$ cat src/rtl/core/lennard_jones_force_accumulator_unit_macros.svh
// Assertion macros shared by the force accumulator RTL.
`ifndef LENNARD_JONES_FORCE_ACCUMULATOR_UNIT_MACROS_SVH
`define LENNARD_JONES_FORCE_ACCUMULATOR_UNIT_MACROS_SVH

// Same-cycle implication, sampled on clk_i and held off during reset.
`define LJFA_ASSERT_IMP(lbl, ante, cons) \
  lbl: assert property (@(posedge clk_i) disable iff (!rst_ni) (ante) |-> (cons)) \
    else $error("ljfa assertion failed");

// Next-cycle implication, sampled on clk_i and held off during reset.
`define LJFA_ASSERT_NXT(lbl, ante, cons) \
  lbl: assert property (@(posedge clk_i) disable iff (!rst_ni) (ante) |=> (cons)) \
    else $error("ljfa assertion failed");

`endif

$ cat src/rtl/core/ljfa_pkg.sv
// Types, constants and clip helpers for the force accumulator.
package ljfa_pkg;

  localparam int unsigned MulW    = 48;
  localparam int unsigned ProdW   = 2 * MulW;
  localparam int unsigned HalfW   = MulW / 2;
  localparam int unsigned QuoW    = 48;
  localparam int unsigned D2W     = 50;
  localparam int unsigned ValW    = 47;
  localparam int unsigned AccW    = 48;
  localparam int unsigned CoordW  = 32;
  localparam int unsigned DiffW   = 33;
  localparam int unsigned RegW    = 32;
  localparam int unsigned CoefW   = 31;

  localparam logic [ValW-1:0] ValCap = {ValW{1'b1}};

  localparam logic [RegW-1:0]  CutoffReset = 32'd409600;
  localparam logic [RegW-1:0]  SigmaReset  = 32'd65536;
  localparam logic [CoefW-1:0] CoefReset   = 31'd1572864;

  typedef enum logic [1:0] {
    REG_CUTOFF_SQ  = 2'd0,
    REG_SIGMA_SQ   = 2'd1,
    REG_FORCE_COEF = 2'd2
  } ljfa_reg_e;

  typedef enum logic [3:0] {
    ST_IDLE,
    ST_SQ,
    ST_CHECK,
    ST_DIV,
    ST_POW,
    ST_GAIN,
    ST_FORCE,
    ST_FIN
  } ljfa_state_e;

  typedef struct packed {
    logic            clip;
    logic [ValW-1:0] val;
  } ljfa_clip_t;

  // Product shifted down by 16 and limited to 2^47-1.
  function automatic ljfa_clip_t clip_q16(input logic [ProdW-1:0] p);
    ljfa_clip_t r;
    r.clip = |p[ProdW-1:63];
    r.val  = r.clip ? ValCap : p[62:16];
    return r;
  endfunction

  // Product shifted down by 8 and limited to 2^47-1.
  function automatic ljfa_clip_t clip_q8(input logic [ProdW-1:0] p);
    ljfa_clip_t r;
    r.clip = |p[ProdW-1:55];
    r.val  = r.clip ? ValCap : p[54:8];
    return r;
  endfunction

endpackage

$ cat src/rtl/core/ljfa_mul.sv
// Shared 48x48 multiplier built from one 24x24 multiplier that forms the four partial products in turn.
module ljfa_mul (
  input  logic                      clk_i,
  input  logic                      rst_ni,
  input  logic                      start_i,
  input  logic [ljfa_pkg::MulW-1:0] a_i,
  input  logic [ljfa_pkg::MulW-1:0] b_i,
  output logic                      done_o,
  output logic [ljfa_pkg::ProdW-1:0] prod_o
);
  import ljfa_pkg::*;

  logic [MulW-1:0]  a_q, b_q;
  logic [ProdW-1:0] acc_q;
  logic [1:0]       cnt_q;
  logic             busy_q, done_q;
  logic [HalfW-1:0] a_part, b_part;
  logic [MulW-1:0]  pp;
  logic [ProdW-1:0] pp_sh;

  always_comb begin
    a_part = cnt_q[0] ? a_q[MulW-1:HalfW] : a_q[HalfW-1:0];
    b_part = cnt_q[1] ? b_q[MulW-1:HalfW] : b_q[HalfW-1:0];
    pp     = a_part * b_part;
    unique case (cnt_q)
      2'd0:    pp_sh = {{MulW{1'b0}}, pp};
      2'd3:    pp_sh = {pp, {MulW{1'b0}}};
      default: pp_sh = {{HalfW{1'b0}}, pp, {HalfW{1'b0}}};
    endcase
  end

  always_ff @(posedge clk_i or negedge rst_ni) begin
    if (!rst_ni) begin
      busy_q <= 1'b0;
      done_q <= 1'b0;
      cnt_q  <= '0;
    end else begin
      done_q <= 1'b0;
      if (start_i) begin
        busy_q <= 1'b1;
        cnt_q  <= '0;
      end else if (busy_q) begin
        cnt_q <= cnt_q + 2'd1;
        if (cnt_q == 2'd3) begin
          busy_q <= 1'b0;
          done_q <= 1'b1;
        end
      end
    end
  end

  always_ff @(posedge clk_i) begin
    if (start_i) begin
      a_q   <= a_i;
      b_q   <= b_i;
      acc_q <= '0;
    end else if (busy_q) begin
      acc_q <= acc_q + pp_sh;
    end
  end

  assign done_o = done_q;
  assign prod_o = acc_q;

endmodule

$ cat src/rtl/core/ljfa_div.sv
// Restoring divider, one quotient bit per cycle.
module ljfa_div (
  input  logic                     clk_i,
  input  logic                     rst_ni,
  input  logic                     start_i,
  input  logic [ljfa_pkg::QuoW-1:0] num_i,
  input  logic [ljfa_pkg::D2W-1:0]  den_i,
  output logic                     done_o,
  output logic [ljfa_pkg::QuoW-1:0] quo_o
);
  import ljfa_pkg::*;

  localparam int unsigned CntW = $clog2(QuoW);

  logic [D2W-1:0]  den_q, rem_q;
  logic [QuoW-1:0] num_q, quo_q;
  logic [CntW-1:0] cnt_q;
  logic            busy_q, done_q;
  logic [D2W:0]    trial;
  logic            ge;

  always_comb begin
    trial = {rem_q, num_q[QuoW-1]};
    ge    = trial >= {1'b0, den_q};
  end

  always_ff @(posedge clk_i or negedge rst_ni) begin
    if (!rst_ni) begin
      busy_q <= 1'b0;
      done_q <= 1'b0;
      cnt_q  <= '0;
    end else begin
      done_q <= 1'b0;
      if (start_i) begin
        busy_q <= 1'b1;
        cnt_q  <= '0;
      end else if (busy_q) begin
        cnt_q <= cnt_q + 1'b1;
        if (cnt_q == CntW'(QuoW - 1)) begin
          busy_q <= 1'b0;
          done_q <= 1'b1;
        end
      end
    end
  end

  // The remainder stays below the divisor, so it fits the divisor width.
  always_ff @(posedge clk_i) begin
    if (start_i) begin
      den_q <= den_i;
      num_q <= num_i;
      rem_q <= '0;
      quo_q <= '0;
    end else if (busy_q) begin
      num_q <= {num_q[QuoW-2:0], 1'b0};
      quo_q <= {quo_q[QuoW-2:0], ge};
      rem_q <= ge ? D2W'(trial - {1'b0, den_q}) : trial[D2W-1:0];
    end
  end

  assign done_o = done_q;
  assign quo_o  = quo_q;

endmodule

$ cat src/rtl/core/lennard_jones_force_accumulator_unit.sv
// Lennard-Jones pair force accumulator: sequencer around a shared multiplier and a divider.
// A pair inside the cutoff runs three squares, a 48-step divide, four powers, one gain and
// three force products, each product on the one shared multiplier; a skipped pair stops after
// the squares. A new pair is taken only once the last one is through and the unit is idle.
// A last pair's word waits in the output register until taken; reset (rst_ni low, async)
// clears sums and flag and restores register defaults.
module lennard_jones_force_accumulator_unit (
  input  logic         clk_i,
  input  logic         rst_ni,
  input  logic         s_axis_tvalid,
  output logic         s_axis_tready,
  // center_x, center_y, center_z, neighbor_x, neighbor_y, neighbor_z (low bit up)
  input  logic [191:0] s_axis_tdata,
  // same_particle
  input  logic         s_axis_tuser,
  input  logic         s_axis_tlast,
  output logic         m_axis_tvalid,
  input  logic         m_axis_tready,
  // force_x, force_y, force_z (low bit up)
  output logic [143:0] m_axis_tdata,
  // saturated
  output logic         m_axis_tuser,
  input  logic         cfg_we_i,
  input  logic [1:0]   cfg_idx_i,
  input  logic [31:0]  cfg_data_i
);
  import ljfa_pkg::*;

  `include "lennard_jones_force_accumulator_unit_macros.svh"

  ljfa_state_e state_q, state_d;

  logic [RegW-1:0]  cutoff_q, sigma_q;
  logic [CoefW-1:0] coef_q;

  logic signed [DiffW-1:0] r_q [3];
  logic                    same_q, last_q;
  logic [D2W-1:0]          d2_q;
  logic [1:0]              idx_q, idx_d;
  logic                    issued_q, issued_d;
  logic [ValW-1:0]         s_q, s2_q, s4_q, pw_q, g_q;
  logic                    uneg_q;
  logic signed [AccW-1:0]  acc_q [3];
  logic                    sat_q;
  logic [3*AccW-1:0]       out_data_q;
  logic                    out_sat_q;
  logic                    out_vld_q;

  logic                 mul_start, mul_done;
  logic [MulW-1:0]      mul_a, mul_b;
  logic [ProdW-1:0]     prod;
  logic                 div_start, div_done;
  logic [QuoW-1:0]      quo;

  logic [CoordW-1:0]     rmag;
  logic signed [ValW+1:0] u;
  logic [MulW-1:0]       umag;
  logic                  skip;
  ljfa_clip_t            c16, c8;
  logic [ValW+1:0]       cterm;
  logic signed [AccW:0]  sum;
  logic                  neg;
  logic                  fin_go;

  ljfa_mul u_mul (
    .clk_i, .rst_ni,
    .start_i (mul_start),
    .a_i     (mul_a),
    .b_i     (mul_b),
    .done_o  (mul_done),
    .prod_o  (prod)
  );

  ljfa_div u_div (
    .clk_i, .rst_ni,
    .start_i (div_start),
    .num_i   ({sigma_q, 16'd0}),
    .den_i   (d2_q),
    .done_o  (div_done),
    .quo_o   (quo)
  );

  always_comb begin
    rmag  = r_q[idx_q][DiffW-1] ? CoordW'(-r_q[idx_q]) : r_q[idx_q][CoordW-1:0];
    u     = $signed({1'b0, pw_q, 1'b0}) - $signed({2'b00, s4_q});
    umag  = u[ValW+1] ? MulW'(-u) : u[MulW-1:0];
    skip  = same_q || (d2_q > {{(D2W-RegW){1'b0}}, cutoff_q}) || (d2_q == '0);
    c16   = clip_q16(prod);
    c8    = clip_q8(prod);
    // Force points against u*r: the sign is negative when both signs agree.
    neg   = (uneg_q == r_q[idx_q][DiffW-1]);
    cterm = neg ? (ValW+2)'(-{2'b00, c8.val}) : {2'b00, c8.val};
    sum   = $signed({acc_q[idx_q][AccW-1], acc_q[idx_q]}) + $signed(cterm);
    // A last pair may hand over its word only once the output register is free.
    fin_go = !last_q || !out_vld_q || m_axis_tready;
  end

  always_comb begin
    state_d   = state_q;
    idx_d     = idx_q;
    issued_d  = issued_q;
    mul_start = 1'b0;
    div_start = 1'b0;
    mul_a     = '0;
    mul_b     = '0;
    unique case (state_q)
      ST_SQ: begin
        mul_a = {{(MulW-CoordW){1'b0}}, rmag};
        mul_b = {{(MulW-CoordW){1'b0}}, rmag};
      end
      ST_POW: begin
        unique case (idx_q)
          2'd0:    begin mul_a = {1'b0, s_q};  mul_b = {1'b0, s_q};  end
          2'd1:    begin mul_a = {1'b0, s2_q}; mul_b = {1'b0, s2_q}; end
          2'd2:    begin mul_a = {1'b0, s4_q}; mul_b = {1'b0, s2_q}; end
          default: begin mul_a = {1'b0, pw_q}; mul_b = {1'b0, s_q};  end
        endcase
      end
      ST_GAIN: begin
        mul_a = {{(MulW-CoefW){1'b0}}, coef_q};
        mul_b = umag;
      end
      ST_FORCE: begin
        mul_a = {1'b0, g_q};
        mul_b = {{(MulW-CoordW){1'b0}}, rmag};
      end
      default: ;
    endcase

    unique case (state_q)
      ST_IDLE: begin
        if (s_axis_tvalid) begin
          state_d  = ST_SQ;
          idx_d    = '0;
          issued_d = 1'b0;
        end
      end
      ST_SQ, ST_POW, ST_GAIN, ST_FORCE: begin
        mul_start = !issued_q;
        issued_d  = 1'b1;
        if (mul_done) begin
          issued_d = 1'b0;
          idx_d    = idx_q + 2'd1;
          priority if (state_q == ST_SQ && idx_q == 2'd2) begin
            state_d = ST_CHECK;
          end else if (state_q == ST_POW && idx_q == 2'd3) begin
            state_d = ST_GAIN;
            idx_d   = '0;
          end else if (state_q == ST_GAIN) begin
            state_d = ST_FORCE;
            idx_d   = '0;
          end else if (state_q == ST_FORCE && idx_q == 2'd2) begin
            state_d = ST_FIN;
          end
        end
      end
      ST_CHECK: begin
        idx_d = '0;
        if (skip) begin
          state_d = ST_FIN;
        end else begin
          div_start = 1'b1;
          state_d   = ST_DIV;
        end
      end
      ST_DIV: begin
        if (div_done) begin
          state_d = ST_POW;
        end
      end
      ST_FIN: begin
        if (fin_go) begin
          state_d = ST_IDLE;
        end
      end
      default: state_d = ST_IDLE;
    endcase
  end

  always_ff @(posedge clk_i or negedge rst_ni) begin
    if (!rst_ni) begin
      state_q  <= ST_IDLE;
      idx_q    <= '0;
      issued_q <= 1'b0;
    end else begin
      state_q  <= state_d;
      idx_q    <= idx_d;
      issued_q <= issued_d;
    end
  end

  always_ff @(posedge clk_i or negedge rst_ni) begin
    if (!rst_ni) begin
      cutoff_q <= CutoffReset;
      sigma_q  <= SigmaReset;
      coef_q   <= CoefReset;
    end else if (cfg_we_i) begin
      if (cfg_idx_i == REG_CUTOFF_SQ)  cutoff_q <= cfg_data_i;
      if (cfg_idx_i == REG_SIGMA_SQ)   sigma_q  <= cfg_data_i;
      if (cfg_idx_i == REG_FORCE_COEF) coef_q   <= cfg_data_i[CoefW-1:0];
    end
  end

  always_ff @(posedge clk_i or negedge rst_ni) begin
    if (!rst_ni) begin
      acc_q[0] <= '0;
      acc_q[1] <= '0;
      acc_q[2] <= '0;
      sat_q    <= 1'b0;
    end else begin
      priority if (state_q == ST_POW && mul_done && c16.clip) begin
        sat_q <= 1'b1;
      end else if (state_q == ST_GAIN && mul_done && c16.clip) begin
        sat_q <= 1'b1;
      end else if (state_q == ST_DIV && div_done && quo[QuoW-1]) begin
        sat_q <= 1'b1;
      end else if (state_q == ST_FORCE && mul_done) begin
        if (c8.clip || (sum[AccW] != sum[AccW-1])) sat_q <= 1'b1;
        if (sum[AccW] != sum[AccW-1]) begin
          acc_q[idx_q] <= sum[AccW] ? {1'b1, {(AccW-1){1'b0}}} : {1'b0, {(AccW-1){1'b1}}};
        end else begin
          acc_q[idx_q] <= sum[AccW-1:0];
        end
      end else if (state_q == ST_FIN && last_q && fin_go) begin
        acc_q[0] <= '0;
        acc_q[1] <= '0;
        acc_q[2] <= '0;
        sat_q    <= 1'b0;
      end
    end
  end

  always_ff @(posedge clk_i or negedge rst_ni) begin
    if (!rst_ni) begin
      out_vld_q <= 1'b0;
    end else if (state_q == ST_FIN && last_q && fin_go) begin
      out_vld_q <= 1'b1;
    end else if (m_axis_tready) begin
      out_vld_q <= 1'b0;
    end
  end

  always_ff @(posedge clk_i) begin
    unique case (state_q)
      ST_IDLE: begin
        if (s_axis_tvalid) begin
          for (int i = 0; i < 3; i++) begin
            r_q[i] <= $signed({s_axis_tdata[96+32*i+31], s_axis_tdata[96+32*i +: 32]})
                    - $signed({s_axis_tdata[32*i+31], s_axis_tdata[32*i +: 32]});
          end
          same_q <= s_axis_tuser;
          last_q <= s_axis_tlast;
          d2_q   <= '0;
        end
      end
      ST_SQ: begin
        if (mul_done) d2_q <= d2_q + {2'b00, prod[63:16]};
      end
      ST_DIV: begin
        if (div_done) s_q <= quo[QuoW-1] ? ValCap : quo[ValW-1:0];
      end
      ST_POW: begin
        if (mul_done) begin
          unique case (idx_q)
            2'd0:    s2_q <= c16.val;
            2'd1:    s4_q <= c16.val;
            default: pw_q <= c16.val;
          endcase
        end
      end
      ST_GAIN: begin
        uneg_q <= u[ValW+1];
        if (mul_done) g_q <= c16.val;
      end
      ST_FIN: begin
        if (last_q && fin_go) begin
          out_data_q <= {acc_q[2], acc_q[1], acc_q[0]};
          out_sat_q  <= sat_q;
        end
      end
      default: ;
    endcase
  end

  assign s_axis_tready = (state_q == ST_IDLE);
  assign m_axis_tvalid = out_vld_q;
  assign m_axis_tdata  = out_data_q;
  assign m_axis_tuser  = out_sat_q;

  `LJFA_ASSERT_NXT(a_out_held, m_axis_tvalid && !m_axis_tready, m_axis_tvalid && $stable(m_axis_tdata))
  `LJFA_ASSERT_NXT(a_busy_after_accept, s_axis_tvalid && s_axis_tready, !s_axis_tready)
  `LJFA_ASSERT_IMP(a_div_done_in_div, div_done, state_q == ST_DIV)
  `LJFA_ASSERT_IMP(a_mul_done_issued, mul_done, issued_q)

endmodule
$ cat config.mk
export PLATFORM = sky130hd
export DESIGN_NAME = lennard_jones_force_accumulator_unit
export DESIGN_NICKNAME = d
export VERILOG_FILES = /design/src/rtl/core/ljfa_pkg.sv /design/src/rtl/core/ljfa_mul.sv /design/src/rtl/core/ljfa_div.sv /design/src/rtl/core/lennard_jones_force_accumulator_unit.sv
export VERILOG_INCLUDE_DIRS = /design/src /design/src/rtl/core
export SDC_FILE = /design/constraint.sdc
export NUM_CORES = 2
export LEC_CHECK = 0
export ABC_AREA = 1
export BUFFER_PORTS_ARGS = -buffer_cell sky130_fd_sc_hd__buf_2
export CELL_PAD_IN_SITES_DETAIL_PLACEMENT = 0
export CELL_PAD_IN_SITES_GLOBAL_PLACEMENT = 1
export CORE_AREA = 2 2 331 660
export CTS_CLUSTER_SIZE = 14
export DETAILED_ROUTE_END_ITERATION = 6
export DIE_AREA = 0 0 333 662
export PLACE_DENSITY = 0.76
export SLEW_MARGIN = 10
export SYNTH_ARGS = -nofsm -noshare
export SYNTH_HDL_FRONTEND = slang
export SYNTH_SLANG_ARGS = --single-unit
$ cat constraint.sdc
create_clock -name clk_i -period 20.2 [get_ports clk_i]
set_input_delay 4.04 -clock clk_i [delete_from_list [all_inputs] [get_ports clk_i]]
set_output_delay 4.04 -clock clk_i [all_outputs]
set_load 0.02 [all_outputs]
# After elaboration in Yosys (flattened, before gate mapping)
# Memories as Yosys holds them, arrays and structs flattened.
# Cells that the tools add are included.
# W data, S select, Z words.
# word_totals
memories	1
elab_cells	218
register_bits	1065
ramBits	99
inputBits	233
# op_classes
bitwise	5
magnitude_cmp	4
n_eq_ne	23
n_mux	78
addsub	14
mul	1
reduce_logical	57
# memory_table
name	depth	width	rd	rd_clocked_by_memory_dff	write_ports	line_no	source
r_q	3	33	1	0	3	lennard_jones_force_accumulator_unit.sv:36	logic signed [DiffW-1:0] r_q [3];
# op_table
cell	n
$mux W144	3
$mux W48	7
$bwmux W144	2
$pmux W96 S2	1
$pmux W47 S4	1
$mux W50	3
$pmux W48 S3	1
$mux W47	3
$pmux W47 S3	1
$pmux W50 S2	1
$sub A32 B32 Y33	3
$add A96 B96 Y96	1
$bmux W48 S2	1
$demux W48 S2	1
$ge A51 B50 Y1	1
$add A50 B48 Y50	1
$gt A50 B32 Y1	1
$logic_not A50 Y1	1
$sub A50 B50 Y50	1
$add A48 B49 Y49	1
$mux W49	1
$neg A47 Y49	1
$sub A48 B47 Y49	1
$mul A24 B24 Y48	1
46 further kinds	143

# Logic depth before layout (Yosys ltp)
# depth
word_depth	12
depth_mapped	53

# Cells and area by module
# From an unflattened synthesis, not the netlist that was laid out.
# hier_totals
cells_unflattened	13313
area_unflattened_um2	99329.0
# by_module_without_submodules
module	area_each_um2	n_inst	cells_each
lennard_jones_force_accumulator_unit	52141.3	1	6713
ljfa_mul	35233.8	1	4911
ljfa_div	11954.0	1	1689

# Least setup slack after synthesis
# No wires, ideal clock.
# synth_timing
path_type	input port to flip-flop
start	input m_axis_tready
end	register acc_q[113] (netlist bit)
cell_stages	9
required_ns	20.083
path_buffers	2
arrival_ns	11.590
setup_slack_ns	8.493
path_cell_list	nor2_1 > nor2_1 > nor2_1 > a21oi_1 > inv_1 > clkbuf_1 > clkbuf_1 > nand2_1 > nand2_1
# synth_via
elab_chain_len	4
# synth_rtl
item	line_no	source
start: declaration	lennard_jones_force_accumulator_unit.sv:18	input logic m_axis_tready,
$logic_or A1 B1 Y1	lennard_jones_force_accumulator_unit.sv:95	fin_go = !last_q || !out_vld_q || m_axis_tready;
$logic_and A1 B1 Y1	lennard_jones_force_accumulator_unit.sv:224	end else if (state_q == ST_FIN && last_q && fin_go) begin
$reduce_bool A2 Y1 (no line)	-	
$reduce_and A4 Y1 (no line)	-	
end signal: indexed assignment	lennard_jones_force_accumulator_unit.sv:220	acc_q[idx_q] <= sum[AccW] ? {1'b1, {(AccW-1){1'b0}}} : {1'b0, {(AccW-1){1'b1}}};
end signal: indexed assignment	lennard_jones_force_accumulator_unit.sv:222	acc_q[idx_q] <= sum[AccW-1:0];
end: declaration	lennard_jones_force_accumulator_unit.sv:43	logic signed [AccW-1:0] acc_q [3];
# No other way between the ends.
# A chain may end at the register's enable or synchronous reset.

# Final worst setup path
# layout_timing
start	register u_mul.cnt_q[0]
end	register u_mul.acc_q[57], in the netlist u_mul.prod_o[57]
# layout_via
elab_chain_len	4
# layout_rtl
item	line_no	source
start: declaration	ljfa_mul.sv:15	logic [1:0] cnt_q;
start signal: assignment	ljfa_mul.sv:43	cnt_q <= cnt_q + 2'd1;
$mux W24	ljfa_mul.sv:22	a_part = cnt_q[0] ? a_q[MulW-1:HalfW] : a_q[HalfW-1:0];
$mul A24 B24 Y48	ljfa_mul.sv:24	pp = a_part * b_part;
$pmux W96 S2 *	ljfa_mul.sv:25	unique case (cnt_q)
$add A96 B96 Y96 *	ljfa_mul.sv:58	acc_q <= acc_q + pp_sh;
end signal: assignment	ljfa_mul.sv:58	
end: declaration	ljfa_mul.sv:14	logic [ProdW-1:0] acc_q;
# Every way passes the cells marked *; elsewhere a longest branch is shown, timed or not.

==> results.json <==
{
  "grt-busiest-layer": "met2",
  "max_freq_mhz": 73.9,
  "overflow": 0,
  "syn_inst": 12800,
  "dp_hpwl_microns": 380000,
  "clockBufferDepth": 3,
  "ys_ff_latch": 1162,
  "netlist_top_cells_area": "edfxtp_1, nand2_1, fa_1, inv_1, ha_1",
  "endpoint_kind": "flip-flop",
  "area_growth_syn_to_layout_pct": 9.57,
  "ys.flop_type": "edfxtp_1",
  "setup_slack_ps": 6680,
  "totalNegativeSetupSlack_ps": 0,
  "yosysTopAreaCellShare_pct": 22.1,
  "worstRegToRegCells": 37,
  "finalCriticalPeriod_ps": 13520,
  "nets": 14400,
  "drive_above_1_share_pct": 6.96,
  "cts_setup_buffers": 0,
  "clk_latency_ps": 870,
  "antenna_left": 0,
  "drt_iter0_markers": 9238,
  "worst_ep_arrival_time_ps": 14280,
  "numCtsBuffers": 110,
  "use_met3_pct": 11.7,
  "yosysWarnings": 0,
  "max_cap_viol_count": 1,
  "regToRegEndpoint": "u_mul.prod_o[57]",
  "hp-class": "flip-flop to flip-flop",
  "final-max-slew-violation-count": 4,
  "drc": 5,
  "slowest_stage": "dfrtp_1",
  "synth_edf_count": 709,
  "tightest_slew_ps": 1530,
  "crit_required_ps": 20960,
  "core-area_sq_mm": 0.215,
  "cp.depth": 37,
  "worstSetupStartpointType": "flip-flop",
  "syn_area_sq_mm": 0.0965,
  "critPathMaxStageDelay_ps": 890,
  "syn_nets": 14100,
  "r2r_setup_slack_ps": 6680,
  "ys_seq_area_share_pct": 32.8,
  "seq_area_sq_mm": 0.0317,
  "outcome": "finished, violations left",
  "antenna_found_initial": 64,
  "drtPass1Iterations": 7,
  "hold_path_depth": 0,
  "grt_max_degree": 104,
  "period_share_pct": 66.9,
  "clkTransAtPathRegs_ps": 80,
  "cts_sinks": 1162,
  "fp.dieW_microns": 333,
  "synth_top_cell_by_area": "edfxtp_1",
  "rsz0062_at_grt": "no",
  "multi_input_area_sq_mm": 0.0556,
  "die_h_microns": 662,
  "worstHoldEndpoint": "m_axis_tdata[56]",
  "async_reset_ff_share_pct": 22.3,
  "vias_per_cell": 5.88,
  "reg2reg_from": "u_mul.cnt_q[0]",
  "crit_fanout": 26,
  "root_buffer": "clkbuf_16",
  "holdBufCountCts": 0,
  "wl_microns": 483000,
  "grt_pass1_vias": 94100,
  "via_count": 94100,
  "crit_type": "flip-flop to flip-flop",
  "violations": "design-rule violations, max-capacitance violations, max-slew violations",
  "row_count": 241,
  "h-tree-depth": 3,
  "finalHoldViolations": 0,
  "clock-skew-final_ps": 110,
  "synth.cells.most_frequent": "nand2_1, inv_1, nor2_1",
  "grt.met2_usage_pct": 72.8,
  "place_ws_ps": 7030,
  "fillers": 21600,
  "start_util_pct": 44.8,
  "grtUsageMet1_pct": 40.2,
  "cts_resized": 0,
  "setup_viol": 0,
  "critPathBufInv": 6,
  "cts_tree": "yes",
  "utilization_pct": 49.1,
  "hp-start": "acc_q[56]",
  "place_congestion": 1.13,
  "grt_use_total_pct": 43.6,
  "grt_pass1_wl_microns": 679000,
  "cp_top_family": "compound AO/OA/AOI/OAI gates",
  "die_area_sq_mm": 0.220,
  "slew_headroom_pct": -3.02,
  "wl_per_cell_microns": 30.2,
  "numPortBuffers": 379,
  "synth_cell_types": 62,
  "avgSynthCellArea_sq_um": 7.53,
  "synth_most_common_cell": "nand2_1",
  "ioPinCount": 380
}
area by class of cell:
type / instances / share of cell area, %
multi-input combinational: 9151 / 52.6
sequential: 1162 / 29.9
inverter: 2092 / 7.44
tap: 2794 / 3.31
timing repair buffer: 557 / 3.08
clock buffer: 157 / 2.93
clock inverter: 50 / 0.632
antenna: 43 / 0.102
per-stage QoR:
step / cells / hold WS [ps] / instance area, sq um
3_5_place_dp: 15800 / 441 / 102000
4_1_cts: 16000 / 414 / 106000
2_1_floorplan: 12800 / 419 / 96500
5_1_grt: 16000 / 440 / 106000
3_3_place_gp: 15800 / 430 / 102000
6_report: 16000 / 424 / 106000
layer usage:
metal  routed length, microns  share of wire [%]  vias to the layer above
li1                         -                  -                    42000
met5                      285              0.059                        -
met1                   146000                 30                    44700
met2                   229000                 47                     5274
met3                    39000                8.1                     2054
met4                    69100                 14                       38
logic make-up (layout without fill, tap and decap cells):
family                     Yosys count  after routing  synth area share [%]
AOI/OAI and AO/OA                 2197           2197                  12.9
xor gates and xnor gates           336            336                  3.05
adders and majority gates         1091           1091                  18.0
buffers and inverters             2498           2856                  9.85
DFF                               1162           1162                  32.8
muxes                                2              2                0.0207
other                                0             43                     0
and+or+nand+nor                   5525           5525                  23.4
sequential cells by signal, summed over array words and instances (netlist names), 48 cells and up:
register	count
acc_q	144
m_axis_tdata	144
r_q	99
u_mul.prod_o	96
d2_q	50
u_div.den_q	50
u_div.rem_q	50
u_div.quo_o	48
u_mul.b_q	48
cell usage in the layout (no fill, tap or decap), drive strengths merged, types with 123 or more instances in the layout:
cell and instances:
buf 557, a21oi 677, nor2 1440, dfrtp 253, xor2 213, dfxtp 194
nand2 3038, edfxtp 709, fa 490, inv 2086, o21ai 932, nand3 608
ha 601, nand4 131, xnor2 123, clkbuf 157
worst max path at each step:
stage,start,endpoint
2_1_floorplan,m_axis_tready,acc_q[113]
4_1_cts,u_mul.cnt_q[0],u_mul.prod_o[57]
3_5_place_dp,u_mul.cnt_q[0],u_mul.prod_o[57]
3_3_place_gp,u_mul.cnt_q[0],u_mul.prod_o[85]
5_1_grt,u_mul.cnt_q[0],u_mul.prod_o[85]
6_report,u_mul.cnt_q[0],u_mul.prod_o[57]
Power is left out: the tool's default activity adds up to more than one toggle a clock period on the data nets, which glitch-free logic cannot reach.
